`src/design/mqtt_packet_byte_parser_core_macros.svh`:
```
// ----------------------------------------------------------------------------
// MQTT packet byte parser assertion macros
// Shared assertion wrappers. Defining ASSERT_OFF turns them into nothing.
// ----------------------------------------------------------------------------
`ifndef MQTT_PACKET_BYTE_PARSER_CORE_MACROS_SVH
`define MQTT_PACKET_BYTE_PARSER_CORE_MACROS_SVH

`ifndef ASSERT_OFF

// A property that must hold at every clock edge outside reset.
`define MPBP_ASSERT(lbl, prop, msg) \
    lbl: assert property (@(posedge i_clk) disable iff (!i_rst_n) (prop)) \
        else $error(msg);

// A condition that must hold in the cycle after a trigger.
`define MPBP_ASSERT_NEXT(lbl, ante, cons, msg) \
    lbl: assert property (@(posedge i_clk) disable iff (!i_rst_n) (ante) |=> (cons)) \
        else $error(msg);

`else

`define MPBP_ASSERT(lbl, prop, msg)
`define MPBP_ASSERT_NEXT(lbl, ante, cons, msg)

`endif

`endif

```
`src/design/mpbp_pkg.sv`:
```
// ----------------------------------------------------------------------------
// MQTT packet byte parser package
// Widths, byte role and error codes, and the parse phase type.
// ----------------------------------------------------------------------------
`timescale 1ns / 1ps
`default_nettype none

package mpbp_pkg;

    // Field widths.
    localparam int BYTE_W  = 8;
    localparam int ROLE_W  = 4;
    localparam int VALUE_W = 28;
    localparam int TYPE_W  = 4;
    localparam int QOS_W   = 2;
    localparam int ERR_W   = 2;
    localparam int COUNT_W = 16;
    localparam int LBC_W   = 2;

    // Longest allowed remaining length encoding, in bytes.
    localparam int MAX_LENGTH_BYTES = 4;

    // Control packet types that get a parsed body.
    localparam logic [TYPE_W-1:0] TYPE_CONNECT     = 4'd1;
    localparam logic [TYPE_W-1:0] TYPE_PUBLISH     = 4'd3;
    localparam logic [TYPE_W-1:0] TYPE_SUBSCRIBE   = 4'd8;
    localparam logic [TYPE_W-1:0] TYPE_UNSUBSCRIBE = 4'd10;

    // Byte roles.
    localparam logic [ROLE_W-1:0] ROLE_HEADER    = 4'd0;
    localparam logic [ROLE_W-1:0] ROLE_LEN_BYTE  = 4'd1;
    localparam logic [ROLE_W-1:0] ROLE_LEN_DONE  = 4'd2;
    localparam logic [ROLE_W-1:0] ROLE_HIGH_HALF = 4'd3;
    localparam logic [ROLE_W-1:0] ROLE_NAME_LEN  = 4'd4;
    localparam logic [ROLE_W-1:0] ROLE_NAME_BYTE = 4'd5;
    localparam logic [ROLE_W-1:0] ROLE_VERSION   = 4'd6;
    localparam logic [ROLE_W-1:0] ROLE_CON_FLAGS = 4'd7;
    localparam logic [ROLE_W-1:0] ROLE_KEEPALIVE = 4'd8;
    localparam logic [ROLE_W-1:0] ROLE_ID_LEN    = 4'd9;
    localparam logic [ROLE_W-1:0] ROLE_ID_BYTE   = 4'd10;
    localparam logic [ROLE_W-1:0] ROLE_PACKET_ID = 4'd11;
    localparam logic [ROLE_W-1:0] ROLE_PAYLOAD   = 4'd12;
    localparam logic [ROLE_W-1:0] ROLE_SUB_QOS   = 4'd13;
    localparam logic [ROLE_W-1:0] ROLE_OPAQUE    = 4'd14;
    localparam logic [ROLE_W-1:0] ROLE_SKIPPED   = 4'd15;

    // Error codes.
    localparam logic [ERR_W-1:0] ERR_NONE      = 2'd0;
    localparam logic [ERR_W-1:0] ERR_BAD_LEN   = 2'd1;
    localparam logic [ERR_W-1:0] ERR_TRUNCATED = 2'd2;
    localparam logic [ERR_W-1:0] ERR_CON_LEN   = 2'd3;

    // Parse phases, one-hot.
    typedef enum logic [25:0] {
        PH_HDR       = 26'h0000001,
        PH_LEN       = 26'h0000002,
        PH_SKIP      = 26'h0000004,
        PH_OPAQUE    = 26'h0000008,
        PH_C_NLEN_H  = 26'h0000010,
        PH_C_NLEN_L  = 26'h0000020,
        PH_C_NAME    = 26'h0000040,
        PH_C_VER     = 26'h0000080,
        PH_C_FLAGS   = 26'h0000100,
        PH_C_KA_H    = 26'h0000200,
        PH_C_KA_L    = 26'h0000400,
        PH_C_IDLEN_H = 26'h0000800,
        PH_C_IDLEN_L = 26'h0001000,
        PH_C_ID      = 26'h0002000,
        PH_P_TLEN_H  = 26'h0004000,
        PH_P_TLEN_L  = 26'h0008000,
        PH_P_TOPIC   = 26'h0010000,
        PH_P_ID_H    = 26'h0020000,
        PH_P_ID_L    = 26'h0040000,
        PH_P_PAY     = 26'h0080000,
        PH_S_ID_H    = 26'h0100000,
        PH_S_ID_L    = 26'h0200000,
        PH_S_TLEN_H  = 26'h0400000,
        PH_S_TLEN_L  = 26'h0800000,
        PH_S_TOPIC   = 26'h1000000,
        PH_S_QOS     = 26'h2000000
    } t_phase;

endpackage

`default_nettype wire

```
`src/design/mpbp_in_if.sv`:
```
// ----------------------------------------------------------------------------
// MQTT parser input channel
// Valid/ready channel that carries one raw stream byte per transfer.
// ----------------------------------------------------------------------------
`timescale 1ns / 1ps
`default_nettype none

interface mpbp_in_if import mpbp_pkg::*; ();
    logic              valid;
    logic              ready;
    logic [BYTE_W-1:0] in_byte;

    modport source (output valid, output in_byte, input ready);
    modport sink   (input valid, input in_byte, output ready);
endinterface

`default_nettype wire

```
`src/design/mpbp_out_if.sv`:
```
// ----------------------------------------------------------------------------
// MQTT parser result channel
// Valid/ready channel that carries one tagged byte result per transfer.
// ----------------------------------------------------------------------------
`timescale 1ns / 1ps
`default_nettype none

interface mpbp_out_if import mpbp_pkg::*; ();
    logic               valid;
    logic               ready;
    logic [ROLE_W-1:0]  byte_role;
    logic [VALUE_W-1:0] field_value;
    logic [TYPE_W-1:0]  packet_type;
    logic [QOS_W-1:0]   qos_level;
    logic               dup_flag;
    logic               retain_flag;
    logic               end_of_packet;
    logic [ERR_W-1:0]   error_code;

    modport source (
        output valid, output byte_role, output field_value, output packet_type,
        output qos_level, output dup_flag, output retain_flag,
        output end_of_packet, output error_code, input ready
    );
    modport sink (
        input valid, input byte_role, input field_value, input packet_type,
        input qos_level, input dup_flag, input retain_flag,
        input end_of_packet, input error_code, output ready
    );
endinterface

`default_nettype wire

```
`src/design/mqtt_packet_byte_parser_core.sv`:
```
// ----------------------------------------------------------------------------
// MQTT packet byte parser
// Tags each byte of an MQTT 3.1.1 stream with its role and decodes the
// fixed header, remaining length and the CONNECT, PUBLISH, SUBSCRIBE and
// UNSUBSCRIBE body fields.
// ----------------------------------------------------------------------------
//
//   Channel   Direction   Payload                         Per transfer
//   i_in      in          in_byte                         one stream byte
//   o_out     out         role, value, header, eop, err   one result
//
// Each byte is parsed in the cycle it is accepted and its result sits in the
// output register from the next cycle on: one byte per cycle while the sink
// keeps up. The parse state update is the only loop.
// A new byte is taken whenever the output register is empty or being drained,
// so a stalled sink stops input only while its result is held.
// Reset clears the parse state and the output valid; no clearing pass is needed.
// After a bad length encoding the parser stays halted until reset.
`timescale 1ns / 1ps
`default_nettype none
`include "mqtt_packet_byte_parser_core_macros.svh"

module mqtt_packet_byte_parser_core import mpbp_pkg::*; (
    input  wire           i_clk,
    input  wire           i_rst_n,
    mpbp_in_if.sink       i_in,
    mpbp_out_if.source    o_out
);

    // Parse state.
    t_phase               r_phase, n_phase;
    logic [VALUE_W-1:0]   r_left, n_left;
    logic [LBC_W-1:0]     r_lbc, n_lbc;
    logic [TYPE_W-1:0]    r_type, n_type;
    logic [3:0]           r_flags, n_flags;
    logic [COUNT_W-1:0]   r_count, n_count;
    logic [BYTE_W-1:0]    r_high, n_high;
    logic                 r_halted, n_halted;

    // Result register.
    logic                 r_out_valid;
    logic [ROLE_W-1:0]    r_role, n_role;
    logic [VALUE_W-1:0]   r_value, n_value;
    logic                 r_eop, n_eop;
    logic [ERR_W-1:0]     r_err, n_err;
    logic [TYPE_W-1:0]    r_out_type;
    logic [3:0]           r_out_flags;

    logic                 in_xfer;
    logic [BYTE_W-1:0]    in_b;
    logic [VALUE_W-1:0]   acc;
    logic [VALUE_W-1:0]   rem;
    logic [COUNT_W-1:0]   word;
    logic [COUNT_W-1:0]   count_dec;
    logic [VALUE_W:0]     rem_ext;
    logic [VALUE_W:0]     word_ext;
    logic                 qos_nz;
    t_phase               next;

    function automatic t_phase start_phase(input logic [TYPE_W-1:0] ptype);
        t_phase ph;
        case (ptype)
            TYPE_CONNECT:     ph = PH_C_NLEN_H;
            TYPE_PUBLISH:     ph = PH_P_TLEN_H;
            TYPE_SUBSCRIBE:   ph = PH_S_ID_H;
            TYPE_UNSUBSCRIBE: ph = PH_S_ID_H;
            default:          ph = PH_OPAQUE;
        endcase
        return ph;
    endfunction

    function automatic logic end_ok(input t_phase ph);
        return (ph == PH_SKIP) || (ph == PH_OPAQUE) || (ph == PH_P_PAY) ||
               (ph == PH_S_TLEN_H);
    endfunction

    // Input handshake: take a byte whenever the result register can move.
    assign i_in.ready = !r_out_valid || o_out.ready;
    assign in_xfer    = i_in.valid && i_in.ready;
    assign in_b       = i_in.in_byte;

    // Shared datapath terms.
    assign acc       = r_left | (VALUE_W'(in_b[6:0]) << (5'd7 * 5'(r_lbc)));
    assign rem       = (r_left != '0) ? (r_left - VALUE_W'(1)) : '0;
    assign word      = {r_high, in_b};
    assign count_dec = r_count - COUNT_W'(1);
    assign rem_ext   = {1'b0, rem};
    assign word_ext  = (VALUE_W+1)'(word);
    assign qos_nz    = (r_flags[2:1] != 2'b00);

    // Next state and result for the byte on the input.
    always_comb begin
        n_phase  = r_phase;
        n_left   = r_left;
        n_lbc    = r_lbc;
        n_type   = r_type;
        n_flags  = r_flags;
        n_count  = r_count;
        n_high   = r_high;
        n_halted = r_halted;
        n_role   = ROLE_SKIPPED;
        n_value  = '0;
        n_eop    = 1'b0;
        n_err    = ERR_NONE;
        next     = r_phase;

        if (r_halted) begin
            n_err = ERR_BAD_LEN;
        end else if (r_phase == PH_HDR) begin
            n_role  = ROLE_HEADER;
            n_value = VALUE_W'(in_b);
            n_type  = in_b[7:4];
            n_flags = in_b[3:0];
            n_left  = '0;
            n_lbc   = '0;
            n_phase = PH_LEN;
        end else if (r_phase == PH_LEN) begin
            n_value = acc;
            if (in_b[7]) begin
                n_role = ROLE_LEN_BYTE;
                if ((3'(r_lbc) + 3'd1) >= 3'(MAX_LENGTH_BYTES)) begin
                    n_err    = ERR_BAD_LEN;
                    n_halted = 1'b1;
                end else begin
                    n_lbc  = r_lbc + LBC_W'(1);
                    n_left = acc;
                end
            end else begin
                n_role = ROLE_LEN_DONE;
                n_lbc  = '0;
                n_left = acc;
                next   = start_phase(r_type);
                if (acc == '0) begin
                    n_eop   = 1'b1;
                    n_phase = PH_HDR;
                    if (!end_ok(next)) begin
                        n_err = ERR_TRUNCATED;
                    end
                end else begin
                    n_phase = next;
                end
            end
        end else begin
            n_value = VALUE_W'(in_b);
            case (r_phase)
                PH_OPAQUE: begin
                    n_role = ROLE_OPAQUE;
                end
                PH_C_NLEN_H, PH_C_KA_H, PH_C_IDLEN_H, PH_P_TLEN_H, PH_P_ID_H,
                PH_S_ID_H, PH_S_TLEN_H: begin
                    n_role = ROLE_HIGH_HALF;
                    n_high = in_b;
                    case (r_phase)
                        PH_C_NLEN_H:  next = PH_C_NLEN_L;
                        PH_C_KA_H:    next = PH_C_KA_L;
                        PH_C_IDLEN_H: next = PH_C_IDLEN_L;
                        PH_P_TLEN_H:  next = PH_P_TLEN_L;
                        PH_P_ID_H:    next = PH_P_ID_L;
                        PH_S_ID_H:    next = PH_S_ID_L;
                        default:      next = PH_S_TLEN_L;
                    endcase
                end
                PH_C_NLEN_L: begin
                    n_role  = ROLE_NAME_LEN;
                    n_value = VALUE_W'(word);
                    n_count = word;
                    if ((word_ext + (VALUE_W+1)'(6)) > rem_ext) begin
                        n_err = ERR_TRUNCATED;
                        next  = PH_SKIP;
                    end else begin
                        next = (word != '0) ? PH_C_NAME : PH_C_VER;
                    end
                end
                PH_C_NAME: begin
                    n_role  = ROLE_NAME_BYTE;
                    n_count = count_dec;
                    if (count_dec == '0) begin
                        next = PH_C_VER;
                    end
                end
                PH_C_VER: begin
                    n_role = ROLE_VERSION;
                    next   = PH_C_FLAGS;
                end
                PH_C_FLAGS: begin
                    n_role = ROLE_CON_FLAGS;
                    next   = PH_C_KA_H;
                end
                PH_C_KA_L: begin
                    n_role  = ROLE_KEEPALIVE;
                    n_value = VALUE_W'(word);
                    next    = PH_C_IDLEN_H;
                end
                PH_C_IDLEN_L: begin
                    n_role  = ROLE_ID_LEN;
                    n_value = VALUE_W'(word);
                    n_count = word;
                    if (VALUE_W'(word) != rem) begin
                        n_err = ERR_CON_LEN;
                        next  = PH_SKIP;
                    end else begin
                        next = (word != '0) ? PH_C_ID : PH_SKIP;
                    end
                end
                PH_C_ID: begin
                    n_role  = ROLE_ID_BYTE;
                    n_count = count_dec;
                    if (count_dec == '0) begin
                        next = PH_SKIP;
                    end
                end
                PH_P_TLEN_L: begin
                    n_role  = ROLE_NAME_LEN;
                    n_value = VALUE_W'(word);
                    n_count = word;
                    if ((word_ext + (qos_nz ? (VALUE_W+1)'(2) : '0)) > rem_ext) begin
                        n_err = ERR_TRUNCATED;
                        next  = PH_SKIP;
                    end else if (word != '0) begin
                        next = PH_P_TOPIC;
                    end else begin
                        next = qos_nz ? PH_P_ID_H : PH_P_PAY;
                    end
                end
                PH_P_TOPIC: begin
                    n_role  = ROLE_NAME_BYTE;
                    n_count = count_dec;
                    if (count_dec == '0) begin
                        next = qos_nz ? PH_P_ID_H : PH_P_PAY;
                    end
                end
                PH_P_ID_L: begin
                    n_role  = ROLE_PACKET_ID;
                    n_value = VALUE_W'(word);
                    next    = PH_P_PAY;
                end
                PH_P_PAY: begin
                    n_role = ROLE_PAYLOAD;
                end
                PH_S_ID_L: begin
                    n_role  = ROLE_PACKET_ID;
                    n_value = VALUE_W'(word);
                    next    = PH_S_TLEN_H;
                end
                PH_S_TLEN_L: begin
                    n_role  = ROLE_NAME_LEN;
                    n_value = VALUE_W'(word);
                    n_count = word;
                    if ((word_ext + ((r_type == TYPE_SUBSCRIBE) ? (VALUE_W+1)'(1) : '0))
                            > rem_ext) begin
                        n_err = ERR_TRUNCATED;
                        next  = PH_SKIP;
                    end else if (word != '0) begin
                        next = PH_S_TOPIC;
                    end else begin
                        next = (r_type == TYPE_SUBSCRIBE) ? PH_S_QOS : PH_S_TLEN_H;
                    end
                end
                PH_S_TOPIC: begin
                    n_role  = ROLE_NAME_BYTE;
                    n_count = count_dec;
                    if (count_dec == '0) begin
                        next = (r_type == TYPE_SUBSCRIBE) ? PH_S_QOS : PH_S_TLEN_H;
                    end
                end
                PH_S_QOS: begin
                    n_role = ROLE_SUB_QOS;
                    next   = PH_S_TLEN_H;
                end
                default: begin
                    // Skipping the rest of a faulty packet.
                    n_role  = ROLE_SKIPPED;
                    n_value = '0;
                    next    = PH_SKIP;
                end
            endcase

            // Packet end is set by the remaining length running out.
            if (rem == '0) begin
                n_eop   = 1'b1;
                n_phase = PH_HDR;
                n_left  = '0;
                if ((n_err == ERR_NONE) && !end_ok(next)) begin
                    n_err = ERR_TRUNCATED;
                end
            end else begin
                n_phase = next;
                n_left  = rem;
            end
        end
    end

    // Parse state registers.
    always_ff @(posedge i_clk) begin
        if (!i_rst_n) begin
            r_phase  <= PH_HDR;
            r_left   <= '0;
            r_lbc    <= '0;
            r_type   <= '0;
            r_flags  <= '0;
            r_count  <= '0;
            r_high   <= '0;
            r_halted <= 1'b0;
        end else if (in_xfer) begin
            r_phase  <= n_phase;
            r_left   <= n_left;
            r_lbc    <= n_lbc;
            r_type   <= n_type;
            r_flags  <= n_flags;
            r_count  <= n_count;
            r_high   <= n_high;
            r_halted <= n_halted;
        end
    end

    // Result register valid.
    always_ff @(posedge i_clk) begin
        if (!i_rst_n) begin
            r_out_valid <= 1'b0;
        end else if (i_in.ready) begin
            r_out_valid <= i_in.valid;
        end
    end

    // Result register payload.
    always_ff @(posedge i_clk) begin
        if (in_xfer) begin
            r_role      <= n_role;
            r_value     <= n_value;
            r_eop       <= n_eop;
            r_err       <= n_err;
            r_out_type  <= n_type;
            r_out_flags <= n_flags;
        end
    end

    // Output port drive.
    assign o_out.valid         = r_out_valid;
    assign o_out.byte_role     = r_role;
    assign o_out.field_value   = r_value;
    assign o_out.packet_type   = r_out_type;
    assign o_out.qos_level     = r_out_flags[2:1];
    assign o_out.dup_flag      = r_out_flags[3];
    assign o_out.retain_flag   = r_out_flags[0];
    assign o_out.end_of_packet = r_eop;
    assign o_out.error_code    = r_err;

    // Checks.
    `MPBP_ASSERT_NEXT(a_halt_sticks, r_halted, r_halted, "parser left the halted state")
    `MPBP_ASSERT(a_bad_len_halts, !(r_out_valid && (r_err == ERR_BAD_LEN)) || r_halted, "length error without halt")
    `MPBP_ASSERT_NEXT(a_eop_to_header, in_xfer && n_eop, r_phase == PH_HDR, "packet end did not return to header")
    `MPBP_ASSERT(a_lbc_range, 3'(r_lbc) < 3'(MAX_LENGTH_BYTES), "length byte count out of range")

endmodule

`default_nettype wire
```
`src/flat_wrapper.sv`:
```
// flat-port wrapper written by rule: the top's interface ports become plain ports
module mqtt_packet_byte_parser_core_flat import mpbp_pkg::*;
  (i_clk, i_rst_n, i_in_valid, i_in_in_byte, i_in_ready, o_out_valid, o_out_byte_role, o_out_field_value, o_out_packet_type, o_out_qos_level, o_out_dup_flag, o_out_retain_flag, o_out_end_of_packet, o_out_error_code, o_out_ready);
  mpbp_in_if i_in_i ();
  mpbp_out_if o_out_i ();
  input  wire i_clk;
  input  wire i_rst_n;
  input wire logic [$bits(i_in_i.valid)-1:0] i_in_valid;
  input wire logic [$bits(i_in_i.in_byte)-1:0] i_in_in_byte;
  output wire logic [$bits(i_in_i.ready)-1:0] i_in_ready;
  output wire logic [$bits(o_out_i.valid)-1:0] o_out_valid;
  output wire logic [$bits(o_out_i.byte_role)-1:0] o_out_byte_role;
  output wire logic [$bits(o_out_i.field_value)-1:0] o_out_field_value;
  output wire logic [$bits(o_out_i.packet_type)-1:0] o_out_packet_type;
  output wire logic [$bits(o_out_i.qos_level)-1:0] o_out_qos_level;
  output wire logic [$bits(o_out_i.dup_flag)-1:0] o_out_dup_flag;
  output wire logic [$bits(o_out_i.retain_flag)-1:0] o_out_retain_flag;
  output wire logic [$bits(o_out_i.end_of_packet)-1:0] o_out_end_of_packet;
  output wire logic [$bits(o_out_i.error_code)-1:0] o_out_error_code;
  input wire logic [$bits(o_out_i.ready)-1:0] o_out_ready;
  assign i_in_i.valid = i_in_valid;
  assign i_in_i.in_byte = i_in_in_byte;
  assign i_in_ready = i_in_i.ready;
  assign o_out_valid = o_out_i.valid;
  assign o_out_byte_role = o_out_i.byte_role;
  assign o_out_field_value = o_out_i.field_value;
  assign o_out_packet_type = o_out_i.packet_type;
  assign o_out_qos_level = o_out_i.qos_level;
  assign o_out_dup_flag = o_out_i.dup_flag;
  assign o_out_retain_flag = o_out_i.retain_flag;
  assign o_out_end_of_packet = o_out_i.end_of_packet;
  assign o_out_error_code = o_out_i.error_code;
  assign o_out_i.ready = o_out_ready;
  mqtt_packet_byte_parser_core u_core (.i_clk(i_clk), .i_rst_n(i_rst_n), .i_in(i_in_i), .o_out(o_out_i));
endmodule
```
`config.mk`:
```
export PLATFORM = sky130hd
export DESIGN_NAME = mqtt_packet_byte_parser_core_flat
export DESIGN_NICKNAME = d
export VERILOG_FILES = /design/src/design/mpbp_pkg.sv /design/src/design/mpbp_in_if.sv /design/src/design/mpbp_out_if.sv /design/src/design/mqtt_packet_byte_parser_core.sv /design/src/flat_wrapper.sv
export VERILOG_INCLUDE_DIRS = /design/src /design/src/design
export SDC_FILE = /design/constraint.sdc
export NUM_CORES = 1
export LEC_CHECK = 0
export ABC_AREA = 1
export BUFFER_PORTS_ARGS = -buffer_cell sky130_fd_sc_hd__clkbuf_2
export CAP_MARGIN = 20
export CORE_AREA = 2 2 194 149
export CTS_CLUSTER_SIZE = 40
export DETAILED_ROUTE_END_ITERATION = 12
export DIE_AREA = 0 0 196 151
export PLACE_DENSITY = 0.66
export SLEW_MARGIN = 15
export SYNTH_ARGS = -nofsm -noshare
export SYNTH_HDL_FRONTEND = slang
export SYNTH_SLANG_ARGS = --single-unit
export TNS_END_PERCENT = 20
```
`constraint.sdc`:
```
create_clock -name i_clk -period 4.2 [get_ports i_clk]
set_clock_uncertainty 0.15 [all_clocks]
set_input_delay 1.26 -clock i_clk [delete_from_list [all_inputs] [get_ports i_clk]]
set_output_delay 1.26 -clock i_clk [all_outputs]
set_load 0.02 [all_outputs]
```
# Yosys cells after proc, flatten, opt, wreduce, memory -nomap -nowiden
# Index checks and enable logic that the tools add are counted.
dict set report classes {
  n_reduce_logical 37
  n_mul 1
  n_addsub 7
  magnitude_cmp 4
  bitwise_logic 4
  mux 78
  n_eq_ne 41
  shifts 1
}
# op count
set op_table {}
lappend op_table {{2-to-1 mux 26 bit} 23}
lappend op_table {{case mux 26 bit (15 select lines)} 1}
lappend op_table {{2-to-1 mux 28 bit} 7}
lappend op_table {{case mux 24 bit (6 select lines)} 1}
lappend op_table {{> comparator 29 x 28 -> 1 bit} 3}
lappend op_table {{equality test 26 x 20 -> 1 bit, second input constant} 3}
lappend op_table {{equality test 26 x 23 -> 1 bit, second input constant} 3}
lappend op_table {{equality test 26 x 4 -> 1 bit, second input constant} 3}
lappend op_table {{case mux 16 bit (2 select lines)} 2}
lappend op_table {{case mux 21 bit (3 select lines)} 1}
lappend op_table {{adder 16 x 29 -> 29 bit} 2}
lappend op_table {{logical NOT 28 bit} 2}
lappend op_table {{equality test 26 x 3 -> 1 bit, second input constant} 2}
lappend op_table {{case mux 4 bit (12 select lines)} 1}
lappend op_table {{2-to-1 mux 2 bit} 19}
lappend op_table {{inequality test 16 x 28 -> 1 bit} 1}
lappend op_table {{bitwise OR 28 bit} 1}
lappend op_table {{nonzero test 28 bit} 1}
lappend op_table {{left shift 7 x 5 -> 28 bit} 1}
lappend op_table {{subtractor 28 x 1 -> 28 bit, second input constant} 1}
lappend op_table {{equality test 26 x 1 -> 1 bit, second input constant} 1}
lappend op_table {{equality test 26 x 10 -> 1 bit, second input constant} 1}
lappend op_table {{equality test 26 x 11 -> 1 bit, second input constant} 1}
lappend op_table {{equality test 26 x 12 -> 1 bit, second input constant} 1}
lappend op_table {{other kinds (51)} 91}
dict set report totals {
  wordCells 190
  register_bits 133
}

# Depth between registers and ports, before layout
# Gate-level depths: netlist of the first run.
dict set report depth {
  ltp_word 19
  depth_mapped 27
  ltp_nobuf 27
}

# Least setup slack after synthesis of the first run
# No wires, ideal clock.
dict set report synth_timing {
  path_type {input to register}
  startpoint {input port i_in_in_byte[2]}
  endpoint {register u_core.r_phase[6]}
  path_stages 21
  arrival_ns 3.845
  setup_time_ns 0.071
  required_time_ns 3.979
  setup_slack_ns 0.135
  cell_sequence {clkbuf_1 -> inv_1 -> ha_1 -> nor2_1 -> nand2_1 -> nor2_1 -> xor2_1 -> inv_1 -> ha_1 -> inv_1 -> nor3_1 -> nand2_1 -> nor4_1 -> nand3_1 -> nor2_1 -> nand4_1 -> nand4_1 -> nand3_1 -> o21ai_0 -> nand2_1 -> a21oi_1}
}
dict set report synth_via {
  elab_chain_len 10
}
# element line_no
set synth_rtl {}
lappend synth_rtl {{from (decl)} flat_wrapper.sv:9} ;# input wire logic [$bits(i_in_i.in_byte)-1:0] i_in_in_byte;
lappend synth_rtl {{adder 16 x 29 -> 29 bit, or another cell as far along} mqtt_packet_byte_parser_core.sv:249} ;# if ((word_ext + ((r_type == TYPE_SUBSCRIBE) ? (VALUE_W+1)'(1) : '0))
lappend synth_rtl {{> comparator 29 x 28 -> 1 bit, or another cell as far along} mqtt_packet_byte_parser_core.sv:250} ;# > rem_ext) begin
lappend synth_rtl {{2-to-1 mux 26 bit (on tied branches)} {mqtt_packet_byte_parser_core.sv:249, mqtt_packet_byte_parser_core.sv:167, mqtt_packet_byte_parser_core.sv:216}}
lappend synth_rtl {{case mux 26 bit (15 select lines)} mqtt_packet_byte_parser_core.sv:145} ;# case (r_phase)
lappend synth_rtl {{2-to-1 mux 26 bit} mqtt_packet_byte_parser_core.sv:117} ;# end else if (r_phase == PH_LEN) begin
lappend synth_rtl {{2-to-1 mux 26 bit} mqtt_packet_byte_parser_core.sv:109} ;# end else if (r_phase == PH_HDR) begin
lappend synth_rtl {{2-to-1 mux 26 bit} mqtt_packet_byte_parser_core.sv:107} ;# if (r_halted) begin
lappend synth_rtl {{2-to-1 mux 26 bit} mqtt_packet_byte_parser_core.sv:279} ;# if (rem == '0) begin
lappend synth_rtl {{2-to-1 mux 26 bit *} mqtt_packet_byte_parser_core.sv:117}
lappend synth_rtl {{2-to-1 mux 26 bit *} mqtt_packet_byte_parser_core.sv:109}
lappend synth_rtl {{to (signal assigned)} mqtt_packet_byte_parser_core.sv:305} ;# r_phase <= n_phase;
lappend synth_rtl {{to (decl)} mqtt_packet_byte_parser_core.sv:31} ;# t_phase r_phase, n_phase;
# Mark *: on every way between the ends. The rest lies on a longest branch, timed or not. The select of a mux whose other input is x is not followed.
# A chain may end at the register's enable or synchronous reset.

# Worst setup path in the final report of the first run
dict set report layout_timing {
  startpoint {input port i_in_in_byte[1]}
  endpoint {register u_core.r_err[1] (netlist: u_core.o_out.error_code[1]) (data pin)}
}
dict set report layout_via {
  elab_chain_len 16
}
# element line_no
set layout_rtl {}
lappend layout_rtl {{adder 16 x 29 -> 29 bit, or another cell as far along} mqtt_packet_byte_parser_core.sv:249}
lappend layout_rtl {{> comparator 29 x 28 -> 1 bit, or another cell as far along} mqtt_packet_byte_parser_core.sv:250}
lappend layout_rtl {{2-to-1 mux 26 bit (on tied branches)} -}
lappend layout_rtl {{case mux 26 bit (15 select lines)} mqtt_packet_byte_parser_core.sv:145}
lappend layout_rtl {{2-to-1 mux 26 bit} mqtt_packet_byte_parser_core.sv:117}
lappend layout_rtl {{2-to-1 mux 26 bit} mqtt_packet_byte_parser_core.sv:109}
lappend layout_rtl {{2-to-1 mux 26 bit} mqtt_packet_byte_parser_core.sv:107}
lappend layout_rtl {{equality test 26 x 3 -> 1 bit or equality test 26 x 4 -> 1 bit (tied branches)} mqtt_packet_byte_parser_core.sv:73} ;# return (ph == PH_SKIP) || (ph == PH_OPAQUE) || (ph == PH_P_PAY) ||
lappend layout_rtl {{logical OR 1 bit (3 in a row)} mqtt_packet_byte_parser_core.sv:73}
lappend layout_rtl {{logical NOT 1 bit} mqtt_packet_byte_parser_core.sv:283} ;# if ((n_err == ERR_NONE) && !end_ok(next)) begin
lappend layout_rtl {{logical AND 1 bit} mqtt_packet_byte_parser_core.sv:283}
lappend layout_rtl {{2-to-1 mux 2 bit} mqtt_packet_byte_parser_core.sv:283}
lappend layout_rtl {{2-to-1 mux 2 bit} mqtt_packet_byte_parser_core.sv:279}
lappend layout_rtl {{2-to-1 mux 2 bit *} mqtt_packet_byte_parser_core.sv:117}
lappend layout_rtl {{to (signal assigned)} mqtt_packet_byte_parser_core.sv:331} ;# r_err <= n_err;
lappend layout_rtl {{to (decl)} mqtt_packet_byte_parser_core.sv:45} ;# logic [ERR_W-1:0] r_err, n_err;
# Marked as above.

==> key figures, run 1 <==
Worst setup path
  • CP Max Fanout: 4
  • RR Endpoint: u_core.o_out.error_code[1]
  • CP cell instances: clkbuf_2, buf_4, ha_1, ha_1, nand2_1, nor3_1, buf_4, xor2_1, ha_1, nand3_1, nor4_1, nand2_1, nor2_1, nor2_1, nand3_1, nand3_2, nor3_2, nand4_1, a21oi_2
  • CP max stage delay: 290 ps
  • R2r worst-path depth: 23
  • R2R Setup Slk: 300 ps
  • Buf+Inv Stages, Crit Path: 3
  • Worst EP arrival: 4150 ps
  • Startpoint types: input pin
  • Slowest-stage cell, CP: ha_1
  • Worst path depth: 19
  • CP Capture Type: flop
  • R2R Path Start: u_core.r_left[20]
  • CP required: roughly 4300 ps
  • Crit path kind: in2reg
  • Top Family by Delay on Critical Path: simple AND/OR/NAND/NOR gates
  • Critical path's most frequent cell: ha_1

STA
  • Min Tclk post-route: 4030 ps
  • Final setup fails: 0
  • Slew @ Worst Pin: 968 ps
  • Setup TNS: 0 ps
  • Hold Fails Final Rpt: 0
  • Slew HR: 35.4%
  • Peak Freq: 0.248 GHz
  • Final hold slack: 335 ps
  • Max Slew Vio Count: 0
  • Final period util: ~96%

Power and ir drop
  • Switching Fraction: 44.2%
  • Sequential share of power: 25.6%
  • Internal power: 0.00326 W
  • Clock network fraction of design power: 26.7%
  • P_leak: 6.01 nW
  • Tot Pwr: just under 0.006 W
  • Worst VDD drop: 0.330 mV
  • Gate power share: 47.7%
  • Pwr Density: 455 nW/µm²
  • Sw Pwr: 0.00258 W

Worst hold path
  • HP Class: reg2reg
  • Hold Path Sink: u_core.r_phase[11]
  • Worst hold start: u_core.r_phase[11]
  • Hold Path Cell Cnt: 2

Die
  • Starting Density: 39.6%
  • Die Span Y: 151 µm
  • Top Ports: 57
  • Die area: 29,600 µm²
  • Core Region: 27,600 µm²
  • Rows: 53
  • DIE WIDTH: 196 µm

Finish
  • Filler instances: 2,871
  • # nets final: ~1,800
  • Layout cell share with drive strength beyond 1: 16.5%
  • Ant diodes: 0
  • Final Non-Filler Cells: 2,128
  • Area delta synth->final: 17.4%

Yosys
  • Gate Count Post-Synth: between 1,500 and 2,000
  • Yosys reg bits: 133
  • Seq/Total Area, Yosys: 28.3%
  • Most common cell in the netlist: nand2_1
  • Top cells by count, synth: nand2_1 (342), nor2_1 (205), inv_1 (196), a21oi_1 (116), nand3_1 (97)
  • Yosys Warn Count: 0
  • Synth top area share: 16.5%
  • Area contributors post-synth: dfxtp_1 (17%), edfxtp_1 (12%), nand2_1 (12%)
  • Post-synth EDFFs: 43
  • Ys flop type: dfxtp_1
  • Post-synth top area cell: dfxtp_1
  • Cell variety after synth: 54
  • Synth Cell Area: about 11,000 µm²
  • Total nets after synthesis: 1,702
  • Avg Inst Size Synth: 6.67 µm²
  • Asr flop ratio synth: 0%

CTS
  • Clk sinks: around 130
  • Clock-pin slew of the registers on the worst-case setup and hold paths: 60 ps
  • Clk_lat worst skew: about 450 ps
  • H-tree depth: 4
  • Postcts setup bufs: 0
  • Num CTS Buffers: 17
  • CTS tree: yes
  • CTS Buffer Depth: 2
  • CTS root buf: clkbuf_16

Flow run
  • Maxcap violations: 0

GRT
  • Busiest grt layer: met1
  • Met3 Usage GRT: 5.37%
  • First-pass GRT wire length: 62,600 µm
  • Gr usage total: roughly 28%
  • Vias in the first global route: 10,800
  • Initial antenna violation count: 0
  • Met2 usage in global routing: 40.6%
  • Largest net degree at the start of global routing: 44
  • Met1 usage: between 40% and 50%
  • GRT Residual Overflow: 0

Drt
  • Drt drc: 0
  • Wirelength, routed: 40,500 µm
  • Number of antenna-violating nets in the routed design: 0
  • TritonRoute pass-1 iters: 7
  • Detailed-route wire length per cell: 19.1 µm
  • Vias per std cell: 5.62
  • Vias post-DR: 12,000
  • Initial DRC Count: 1,609

Run status
  • Outcome: finished, final reports clean

Placed design
  • HPWL after DPL: 31,900 µm
  • Gpl congestion: 1.01
  • Number of port buffers: 56
  • Placed cell count: 2,095
==> stage by stage <==
stage | utilization (%) | area (µm²) | setup slack (ps)
2_1_floorplan | - | 10900 | 135
3_3_place_gp | 44.0 | 12100 | -165
3_5_place_dp | 44.0 | 12100 | -325
4_1_cts | 46.2 | 12700 | 116
5_1_grt | 46.4 | 12800 | -21.5
6_report | 46.4 | 12800 | 171
==> tightest hold or removal path, stage by stage, from the launching register on <==
cell and delay (ps):
dfxtp_1 320, nand2_1 60, a21oi_1 50
==> sequential cells by signal (all words and copies together), names as in the netlist, 2 cells and up <==
register / flops
u_core.o_out.field_value: 28
u_core.r_high: 8
u_core.r_type: 4
u_core.r_lbc: 2
u_core.o_out.packet_type: 4
u_core.o_out.error_code: 2
u_core.o_out.byte_role: 4
u_core.r_flags: 4
u_core.r_left: 28
u_core.r_phase: 26
u_core.r_count: 16
u_core.r_out_flags: 4
==> layout make-up <==
class	instances	area, µm²	area share, %
clock buffer	20	458	3.57
clock inverter	12	141	1.10
inverter	218	821	6.41
multi-input combinational	1228	6780	52.9
sequential	133	3090	24.1
tap	357	447	3.49
timing repair buffer	160	1080	8.41
==> layer usage <==
layer  vias to the layer above  wire length [µm]  share of wire [%]
li1                       5710                 -                  -
met1                      5590             19200                 47
met2                       610             16700                 41
met3                        54              4070                 10
met4                         0               624                1.5
met5                         -                 0                  0
==> power by group through the flow <==
stage               registers, W  logic (W)  clock network (W)
floorplan                0.00154    0.00167                  0
global placement         0.00151    0.00265                  0
detailed placement       0.00152    0.00268                  0
CTS                      0.00149    0.00269            0.00158
global route             0.00150    0.00304            0.00162
finish                   0.00149    0.00278            0.00156
==> kinds of logic after synthesis <==
family	count (synthesis)	share of synthesized area, %
and+or+nand+nor	836	35.6
buffers and inverters	274	10.2
muxes	1	0.0917
adders and majority gates	55	6.31
AOI/OAI and AO/OA	276	14.7
DFF	133	28.3
xor gates and xnor gates	60	4.82
==> worst max path at each step <==
stage / startpoint / slack (ps) / to
global placement: i_in_in_byte[1] / -170 / u_core.o_out.error_code[1]
CTS: i_in_in_byte[1] / 120 / u_core.o_out.error_code[1]
global route: i_in_in_byte[1] / -20 / u_core.o_out.error_code[1]
detailed placement: i_in_in_byte[1] / -320 / u_core.o_out.error_code[1]
finish: i_in_in_byte[1] / 170 / u_core.o_out.error_code[1]
floorplan: i_in_in_byte[2] / 130 / u_core.r_phase[6]
==> layout by cell type, fill, tap and decap left out, types with 3 or more instances in the layout <==
cell       Yosys  final
clkinv_1       5      6
nand3_1       97     96
nor3_1        41     39
o211ai_1       6      6
nand3_2       10     11
nor4_2         3      3
clkinv_4       0      3
o31ai_1       11     11
o211a_1        9      9
o21ai_0       85     84
buf_4          8    102
a31oi_1       13     13
nand4_1       54     54
a21oi_1      116    114
inv_6          0      4
xnor2_1        7      7
o221ai_1       9      9
xor2_1        53     53
ha_1          55     54
nor2_1       205    201
a22oi_1        8      8
clkbuf_16      0     18
nor2_4        10     12
or2_2          3      3
nand2_2       17     19
o21ai_1        3      4
inv_1        196    195
clkbuf_2       0     56
nor2_2        14     16
inv_2         16     16
nand2_4        7      7
nor4_1        24     24
nand2_1      342    340
dfxtp_1       90     90
edfxtp_1      43     43
o21bai_1       6      6
==> what timing repair did <==
item	4_1_cts	5_1_grt
setup endpoints to repair	0	8
hold buffers	0	0
resized for setup	0	18
No activity file was read; power rests on OpenSTA's default activity.
==> inputs of run 2 (changes only) <==
- ABC_AREA: 1 -> not set
- CORE_AREA: 2 2 194 149 -> 2 2 194 148
- DIE_AREA: 0 0 196 151 -> 0 0 196 150
==> run 2 against run 1 <==
The flow now finishes with violations (setup timing). Sequential share of layout area decreased by 1.5 points. Utilization increased by 3.2 points. Global-route usage increased by 0.32 points. Power increased by 82%. Combinational power increased to 2.7 times the previous value. Via count decreased by 0.84%. Critical path type is now reg2reg. Cell count decreased by 9.4%. Non-clock buffer count increased by 104. First-iteration DRC count decreased by 19%. Count of clock-buffer cells in the layout decreased by 2.
==> key figures, run 2 <==
Run status
  • Outcome: finished, violations left
  • Violated checks: setup timing

Finish
  • Ant diodes: 0 (unchanged)
  • Final Core Density: 49.7% (+3.2 points)
  • Final Non-Filler Cells: 1,928 (-9.4%)
  • Most frequent cells in the layout: buf_4 (202), nor2_1 (137), a21oi_1 (91), dfxtp_1 (87), nand2_1 (85)
  • Finished Cell Area: 13,700 µm² (+6.9%)
  • Layout cell share with drive strength beyond 1: 26.0% (+9.5 points)
  • # nets final: 1,626 (-11%)
  • Commonest non-fill, non-tap cell in the layout: buf_4
  • Area delta synth->final: 26.2%

GRT
  • First-pass GRT wire length: 63,400 µm (+1.3%)
  • Vias in the first global route: 11,200 (+3.2%)
  • Gr usage total: 27.9% (+0.32 points)
  • Largest net degree at the start of global routing: 46 (+4.5%)
  • GRT Residual Overflow: 0 (unchanged)
  • Initial antenna violation count: 0 (unchanged)

STA
  • Final setup fails: 3 (+3)
  • Min Tclk post-route: 4320 ps (+286 ps)
  • Slew @ Worst Pin: 871 ps (-96.7 ps)
  • Final hold slack: 357 ps (+22.0 ps)
  • Final period util: 103% (+6.8 points)
  • Peak Freq: 0.232 GHz (-6.6%)
  • Max Slew Vio Count: 0 (unchanged)
  • Hold Fails Final Rpt: 0 (unchanged)
  • Final worst slack: -115 ps (-286 ps)
  • Slew HR: 41.4% (+6.0 points)
  • RSZ-0062 raised after global routing: yes

CTS
  • Clk_lat worst skew: 450 ps (about the same)
  • Clock-pin slew of the registers on the worst-case setup and hold paths: 60 ps (about the same)
  • CTS tree: yes
  • Num CTS Buffers: 17 (unchanged)
  • Clk sinks: 133 (unchanged)
  • H-tree depth: 4 (unchanged)
  • CTS Buffer Depth: 2 (unchanged)
  • CTS root buf: clkbuf_16

Drt
  • Number of antenna-violating nets in the routed design: 0 (unchanged)
  • Vias post-DR: 11,900 (-0.84%)
  • DR top layer: met4
  • Vias per std cell: 6.15 (+9.4%)
  • TritonRoute pass-1 iters: 6 (-1)
  • Met1 WL: 18,300 µm (-4.6%)
  • Initial DRC Count: 1,304 (-19%)
  • Wirelength, routed: 40,700 µm (+0.35%)
  • Detailed-route wire length per cell: 21.1 µm (+11%)
  • WL met3: 4210 µm (+3.6%)
  • Routed length on met2: 16,800 µm (+0.92%)
  • Drt drc: 0 (unchanged)

Die
  • Rows: 53 (unchanged)
  • DIE WIDTH: 196 µm (unchanged)
  • Die area: 29,400 µm² (-0.66%)
  • Die Span Y: 150 µm (-0.66%)
  • Core Region: 27,600 µm² (unchanged)
  • Starting Density: 39.4% (-0.19 points)
  • Top Ports: 57 (unchanged)

Yosys
  • Post-synth top area cell: dfxtp_1
  • Total nets after synthesis: 1,437 (-16%)
  • Synth top area share: 16.6% (+0.080 points)
  • Ys flop type: dfxtp_1
  • Cell variety after synth: 90 (+67%)
  • Synth Cell Area: 10,900 µm² (-0.48%)
  • Most common cell in the netlist: nor2_1
  • Asr flop ratio synth: 0% (unchanged)
  • Area contributors post-synth: dfxtp_1 (17%), edfxtp_1 (12%), ha_1 (6.3%)
  • Post-synth EDFFs: 43 (unchanged)
  • Yosys reg bits: 133 (unchanged)
  • Top cells by count, synth: nor2_1 (147), a21oi_1 (95), dfxtp_1 (90), nand2_1 (87), clkbuf_1 (72)
  • Yosys Warn Count: 0 (unchanged)
  • Avg Inst Size Synth: 7.93 µm² (+19%)
  • Seq/Total Area, Yosys: 28.5% (+0.14 points)
  • Gate Count Post-Synth: 1,370 (-16%)

Worst setup path
  • CP Capture Type: flop
  • R2R Path Start: u_core.r_type[0]
  • CP required: 4310 ps (about the same)
  • Startpoint types: flop
  • RR Endpoint: u_core.o_out.error_code[1]
  • Worst EP arrival: 4430 ps (+280 ps)
  • CP Max Fanout: 4 (unchanged)
  • Crit path kind: reg2reg
  • R2r worst-path depth: 20 (-13%)
  • R2R Setup Slk: -120 ps (-420 ps)

Worst hold path
  • Worst hold start: u_core.r_count[5]
  • HP Class: reg2reg
  • Hold Path Sink: u_core.r_count[5]
  • Hold Path Cell Cnt: 2 (unchanged)

Placed design
  • Gpl congestion: 0.998 (-1.6%)
  • HPWL after DPL: 30,000 µm (-6.1%)
  • Placed cell count: 1,888 (-9.9%)
  • Area post-placement: 12,900 µm² (+5.9%)
  • Number of port buffers: 56 (unchanged)

Flow run
  • Maxcap violations: 0 (unchanged)

Power and ir drop
  • Pwr Density: 776 nW/µm² (+71%)
  • P_leak: 5.69 nW (-5.4%)
  • Worst VDD drop: 0.460 mV (+39%)
run 2: cell count changes in the layout (fill, tap and decap cells not counted), moves of 17 or more:
cell / previous run / this run
inv_1: 195 / 29
xnor2_1: 7 / 28
nand2_2: 19 / 2
nor2_1: 201 / 137
nand2b_1: 0 / 27
a21oi_1: 114 / 91
nand2_1: 340 / 85
nand3_1: 96 / 46
nor2b_1: 0 / 47
a22oi_1: 8 / 29
o21ai_0: 84 / 49
buf_4: 102 / 202
and2_1: 0 / 24
run 2: logic make-up after synthesis:
kind of cell	count (synthesis)	share of synthesized area [%]
AO/OA/AOI/OAI	331	20.6
XOR/XNOR	74	5.97
adder cells (fa/ha/maj)	59	6.72
buffers and inverters	125	4.61
flip-flops	133	28.5
multiplexers	17	1.66
AND/OR/NAND/NOR	631	32.0
run 2: repair_timing:
| action | in CTS | in global routing |
|---|---|---|
| hold buffers | 0 | 0 |
| setup buffers | 6 | 3 |
| gates cloned | 0 | 0 |
| endpoints found under the hold margin | 0 | 0 |
| pin swaps | 17 | 13 |
| gates resized for setup | 22 | 31 |
| setup endpoints to repair | 9 | 10 |
run 2: final cells by class:
class                           instances  area (µm²)
Fill cell                            2701       13900
Multi-Input combinational cell       1112        7570
Sequential cell                       133        3100
Timing Repair Buffer                  264        1890
Tap cell                              357         447
Clock buffer                           18         429
Clock inverter                         13         151
Inverter                               31         116
run 2: where the power goes:
part	leakage [nW]	switching [W]	internal, W
Clock	0.275	0.000633	0.000879
Combinational	4.25	0.00427	0.00325
Sequential	1.16	0.000102	0.00150
run 2: worst max-delay path: stages, from the launching register on:
cell	delay (ps)
dfxtp_2	320
nand2b_4	130
or2_2	280
nor2_1	100
buf_4	190
ha_4	160
ha_4	140
nand3_2	80
or2_4	270
nor2_2	110
xor2_1	70
ha_1	310
nand4_1	130
a31oi_1	240
a21oi_2	110
maj3_2	330
o31ai_4	270
a31oi_1	160
a21oi_1	240
o211ai_1	140
o32ai_2	220
run 2: how the worst max path moves through the flow:
stage / from / endpoint / slack [ps] / depth (start not counted)
floorplan: i_in_in_byte[3] / u_core.o_out.error_code[1] / -140 / 14
global placement: i_in_in_byte[0] / u_core.o_out.error_code[1] / -570 / 17
detailed placement: i_in_in_byte[0] / u_core.o_out.error_code[1] / -650 / 17
CTS: u_core.r_type[0] / u_core.r_phase[25] / -110 / 20
global route: u_core.r_left[0] / u_core.o_out.error_code[1] / -290 / 16
finish: u_core.r_type[0] / u_core.o_out.error_code[1] / -120 / 20
run 2: per-stage QoR:
step	setup WS [ps]	setup TNS [ps]	total power, W
4_1_cts	-110	-259	0.0103
3_3_place_gp	-566	-4100	0.00842
5_1_grt	-290	-1260	0.0113
3_5_place_dp	-654	-4900	0.00852
6_report	-115	-197	0.0106
2_1_floorplan	-142	-398	0.00577
run 2: layer usage:
metal  vias to the layer above  track usage (%)
met5                         -                0
met4                         0             10.1
met3                        89             6.27
met2                       638             40.7
met1                      5698             40.2
li1                       5438                -
